===== config.mk =====
export PLATFORM = sky130hd
export DESIGN_NAME = ssp_cell
export DESIGN_NICKNAME = d
export VERILOG_FILES = /design/src/rtl/ssp_pkg.sv /design/src/rtl/ssp_cell.sv
export SDC_FILE = /design/constraint.sdc
export NUM_CORES = 1
export LEC_CHECK = 0
export BUFFER_PORTS_ARGS = -buffer_cell sky130_fd_sc_hd__buf_2
export CAP_MARGIN = 25
export CORE_AREA = 4 4 164 166
export CTS_CLUSTER_DIAMETER = 150
export DETAILED_ROUTE_END_ITERATION = 16
export DIE_AREA = 0 0 168 170
export GPL_ROUTABILITY_DRIVEN = 0
export PLACE_DENSITY = 0.57
export REMOVE_ABC_BUFFERS = 1
export SYNTH_ARGS = -nofsm -noshare
export SYNTH_HDL_FRONTEND = slang
export SYNTH_SLANG_ARGS = --single-unit

===== constraint.sdc =====
create_clock -name clk_i -period 4.8 [get_ports clk_i]
set_clock_uncertainty 0.15 [all_clocks]
set_input_delay 0.96 -clock clk_i [delete_from_list [all_inputs] [get_ports clk_i]]
set_output_delay 0.96 -clock clk_i [all_outputs]
set_load 0.01 [all_outputs]

===== src/rtl/ssp_pkg.sv =====
// Shared types and constants for the sorted source packet counter.
// No dependencies; every module of the block imports this package.
`timescale 1ns / 1ps
`default_nettype none

package ssp_pkg;

  localparam int unsigned TABLE_DEPTH_DEF = 16;
  localparam int unsigned ADDR_W          = 32;
  localparam int unsigned COUNT_W         = 32;
  localparam int unsigned PROTO_W         = 8;

  // TCP protocol number, counted after reset
  localparam logic [PROTO_W-1:0] PROTO_RESET = 8'd6;
  localparam logic [COUNT_W-1:0] COUNT_MAX   = {COUNT_W{1'b1}};

  // One table entry as it travels between cells.
  typedef struct packed {
    logic [ADDR_W-1:0]  addr;
    logic [COUNT_W-1:0] cnt;
  } ssp_ent_t;

  // Per-cycle command broadcast from the sequencer to every cell.
  typedef struct packed {
    logic cmp;     // compare stored address with the key
    logic bump;    // raise the hit entry with its incremented count
    logic append;  // store the key in the first free cell
    logic rotate;  // move the occupied entries one place toward the head
  } ssp_ctrl_t;

endpackage

`default_nettype wire


===== src/rtl/ssp_cell.sv =====
// One cell of the sorted table: holds one entry and trades it with its neighbors.
// Depends on ssp_pkg.
`timescale 1ns / 1ps
`default_nettype none

module ssp_cell (
  input  wire                          clk_i,
  input  wire                          rst_ni,
  input  ssp_pkg::ssp_ctrl_t           ctrl_i,
  input  wire [ssp_pkg::ADDR_W-1:0]    key_i,
  input  wire [ssp_pkg::COUNT_W-1:0]   c_old_i,
  input  wire [ssp_pkg::COUNT_W-1:0]   c_new_i,
  input  ssp_pkg::ssp_ent_t            head_i,
  input  ssp_pkg::ssp_ent_t            prev_ent_i,
  input  wire                          prev_vld_i,
  input  wire                          prev_eq_i,
  input  ssp_pkg::ssp_ent_t            next_ent_i,
  input  wire                          next_vld_i,
  input  wire                          tail_i,
  input  wire [ssp_pkg::COUNT_W-1:0]   found_cnt_i,
  output ssp_pkg::ssp_ent_t            ent_o,
  output logic                         vld_o,
  output logic                         eq_o,
  output logic                         tail_o,
  output logic [ssp_pkg::COUNT_W-1:0]  found_cnt_o
);
  import ssp_pkg::*;

  ssp_ent_t ent_q, ent_d;
  logic     vld_q, vld_d;
  logic     hit_q;

  assign ent_o = ent_q;
  assign vld_o = vld_q;
  assign eq_o  = vld_q && (ent_q.cnt == c_old_i);
  // Cell sits at or before the hit position.
  assign tail_o = hit_q | tail_i;
  assign found_cnt_o = found_cnt_i | (hit_q ? ent_q.cnt : '0);

  always_comb begin
    ent_d = ent_q;
    vld_d = vld_q;
    if (ctrl_i.bump && eq_o && tail_o) begin
      // Equal-count run up to the hit slides back one place; its front takes the key.
      if (prev_eq_i) begin
        ent_d = prev_ent_i;
      end else begin
        ent_d.addr = key_i;
        ent_d.cnt  = c_new_i;
      end
    end else if (ctrl_i.append && !vld_q && prev_vld_i) begin
      ent_d.addr = key_i;
      ent_d.cnt  = COUNT_W'(1);
      vld_d      = 1'b1;
    end else if (ctrl_i.rotate) begin
      if (next_vld_i) begin
        ent_d = next_ent_i;
      end else if (vld_q) begin
        ent_d = head_i;
      end
    end
  end

  always_ff @(posedge clk_i or negedge rst_ni) begin
    if (!rst_ni) begin
      vld_q <= 1'b0;
      hit_q <= 1'b0;
    end else begin
      vld_q <= vld_d;
      if (ctrl_i.cmp) begin
        hit_q <= vld_q && (ent_q.addr == key_i);
      end
    end
  end

  always_ff @(posedge clk_i) begin
    ent_q <= ent_d;
  end

endmodule

`default_nettype wire


==> results by group <==
Run status
  • Status: completed

Detailed routing
  • DR iter-0 viols: 300
  • Wire length per cell after detailed routing: about 19 microns
  • Via count: 6082
  • Drt pass-1 iters: 4
  • # DRC: 0
  • Routed Antenna Nets: 0
  • Vias per cell: roughly 4.5
  • Routed wire length: roughly 25 mm

STA
  • Max-slew violation count: 0
  • Final Worst Setup Slack: approximately 790 ps
  • Fin. Hold Viols: 0
  • Max_slew headroom: 33.04%
  • Setup violations, final: 0
  • RSZ-0062 raised after global routing: no
  • Fin crit share: a little over four fifths
  • Max Clk Rate: ~0.25 GHz
  • Fin crit period: roughly 4000 ps
  • Worst slew pin tran: about 1000 ps

Die
  • Num rows: 59
  • CORE AREA: between 0.02 and 0.03 sq mm
  • Die extent in x: about 170 microns
  • DIE HEIGHT: roughly 170 microns
  • Initial core utilization: 21.76%
  • DIE AREA: ~0.029 sq mm
  • Ports: about 430

Worst setup path
  • Worst Reg-to-Reg Cells: 7
  • Critical path depth: 6
  • Crit-path slowest cell: nor4_1
  • Critical Path RT: 3690 ps
  • Delay-heaviest family, CP: simple AND/OR/NAND/NOR gates
  • CP cell instances: buf_2 -> xor2_1 -> nor4_1 -> nand4_1 -> nor4_4 -> buf_2
  • Most frequent CP cell: buf_2
  • CP max FO: 3
  • Startpoint Class: primary input
  • CP max stage delay: between 600 and 700 ps
  • Setup CP Type: in2out
  • Buffers and inverters on the worst path: 2
  • Critical path capture point type: output pin
  • CP Data Arrival Time: 2900 ps

CTS
  • Hold_buf cts: 0
  • TritonCTS buffer count: 9
  • Post_cts resized: 0
  • Clock Sinks: 66
  • CTS Buffer Depth: 2
  • CTS tree: yes
  • Clock-pin transition on the worst setup and hold timing paths: around 60 ps
  • Postcts setup bufs: 0
  • CTS root buffer: clkbuf_16
  • Worst skew pair latency: approximately 340 ps
  • H-Tree Depth: 3

Logic synthesis
  • Top-count cell post-synth: nand2_1
  • Main synth FF type: edfxtp_1
  • Mapped cell area: about 0.0056 sq mm
  • Cells after Synth: 595
  • Yosys reg bits: 66
  • Synth area leader: edfxtp_1
  • Yosys top cell area share: between 30% and 40%
  • Async set-reset flop share out of synthesis: under 10%
  • Synth unique cells: 37
  • EDFF count, synth: 64
  • Synth top cells by count: nand2_1 (69), edfxtp_1 (64), mux2i_1 (62)
  • Synth warn: 0
  • Largest cells by area after synthesis: edfxtp_1 (34%), mux2i_1 (11%), o221a_2 (6.3%)
  • Register area share after synthesis: about 35%
  • Post-synthesis area per instance: approximately 9.4 sq um

Layout
  • Post-Route Utilization: 32.45%
  • # diodes: 0
  • NumNets Final: approximately 1.3k
  • Fillers: around 2.7k
  • Layout area overhead: 49.17%
  • Final Cell Area: approximately 0.0083 sq mm
  • Layout cells sized above 1: 48.90%

Power and ir drop
  • Worst VDD drop: roughly 150 uV
  • Pwr Total: roughly 2.0 mW
  • Leak pwr: between 4 and 5 nW
  • Power per cell area: 235.2 mW/mm^2

Global routing
  • Vias in the first global route: between 6k and 7k
  • First-pass GRT wire length: ~36 mm
  • Largest net degree at the start of global routing: 70
  • GRT Residual Overflow: 0
  • Grt met3 use: between 3 and 4%
  • Met1 Use GR: a little over a fifth
  • Gr busiest metal: met2
  • Met2 usage: between 20% and 30%
  • GRT Overall Usage: between 15 and 20%
  • Antenna violations before repair: 0

Flow run
  • Max-cap violations: 0

Worst hold path
  • Worst min-delay path class: in2async

Place
  • Placed Area: between 0.008 and 0.009 sq mm
  • DP HPWL: 20.32 mm
  • Pre-CTS WS: slightly below 800 ps
  • PortBufs: 428
[path summary, 6_finish.rpt]
check                       startpoint  endpoint  slack [ps]
max                        c_old_i[30]      eq_o         790
min                             rst_ni     vld_o         260
max reg2reg                  ent_o[22]  ent_o[0]        1410
min reg2reg                  ent_o[35]     hit_q         520
max in group asynchronous       rst_ni     hit_q        4140
min in group clk_i           ent_o[35]     hit_q         520
[worst reg2reg max path, stage by stage (launching register included)]
cell and delay, ps:
edfxtp_1 420, xnor2_1 210, nand2_1 210, or4_1 570, or4_4 760, buf_4 390
a211oi_2 350, a21oi_1 60
[per-stage QoR]
step | std cells | hold slack [ps] | setup TNS (ps)
6_report | 1339 | 257.7 | 0
5_1_grt | 1339 | 234.6 | 0
4_1_cts | 1339 | 237.0 | 0
3_5_place_dp | 1323 | 505.7 | 0
3_3_place_gp | 1323 | 502.0 | 0
2_1_floorplan | 549 | 451.6 | -88140
[state kept, by name, summed over array words and instances, names as in the netlist]
name	cells
vld_o	1
hit_q	1
ent_o	64
[cells in the final DEF (no fill, tap or decap), types with 2 or more instances in the layout]
cell type	instances
o21ai_1	29
clkbuf_1	2
a21o_1	32
nor2_1	33
nand4_1	12
xnor2_1	22
o21ai_0	5
buf_2	426
nand2_1	69
bufinv_16	2
dfrtp_1	2
mux2i_1	62
nand2b_1	42
nand3_1	4
edfxtp_1	64
nor2b_1	42
o221a_2	31
buf_4	13
or4_1	3
nor3_1	4
clkbuf_16	9
clkinvlp_4	2
nor4_1	12
a211oi_1	33
xor2_1	32
[logic make-up (layout without fill, tap and decap cells)]
logic type             Yosys count  in the layout  synth area share [%]
flip-flops                      66             66                 35.38
AND/OR/NAND/NOR                231            231                 21.73
AO/OA/AOI/OAI                  135            135                 18.84
multiplexers                    62             62                 11.14
XOR/XNOR                        54             54                 8.487
buffers and inverters           47            456                 4.423
[routing by layer]
layer	vias to the layer above	share of wire, %
met5	-	0
met4	0	1.1
met3	14	6.9
met2	240	50
met1	2833	42
li1	2995	-
[area by class of cell]
type,instances,area [sq um],area share (%)
Sequential cell,66,1972,23.72
Multi-Input combinational cell,482,3377,40.62
Tap cell,335,419.2,5.042
Inverter,1,3.754,0.04515
Timing Repair Buffer,439,2230,26.82
Clock inverter,5,78.83,0.9482
Clock buffer,11,232.7,2.800
[power breakdown]
part / internal [mW] / total [mW] / switching (mW)
sequential: 0.686 / 0.725 / 0.0392
clock: 0.454 / 0.718 / 0.264
combinational: 0.264 / 0.512 / 0.248
No activity file was read; power rests on OpenSTA's default activity.
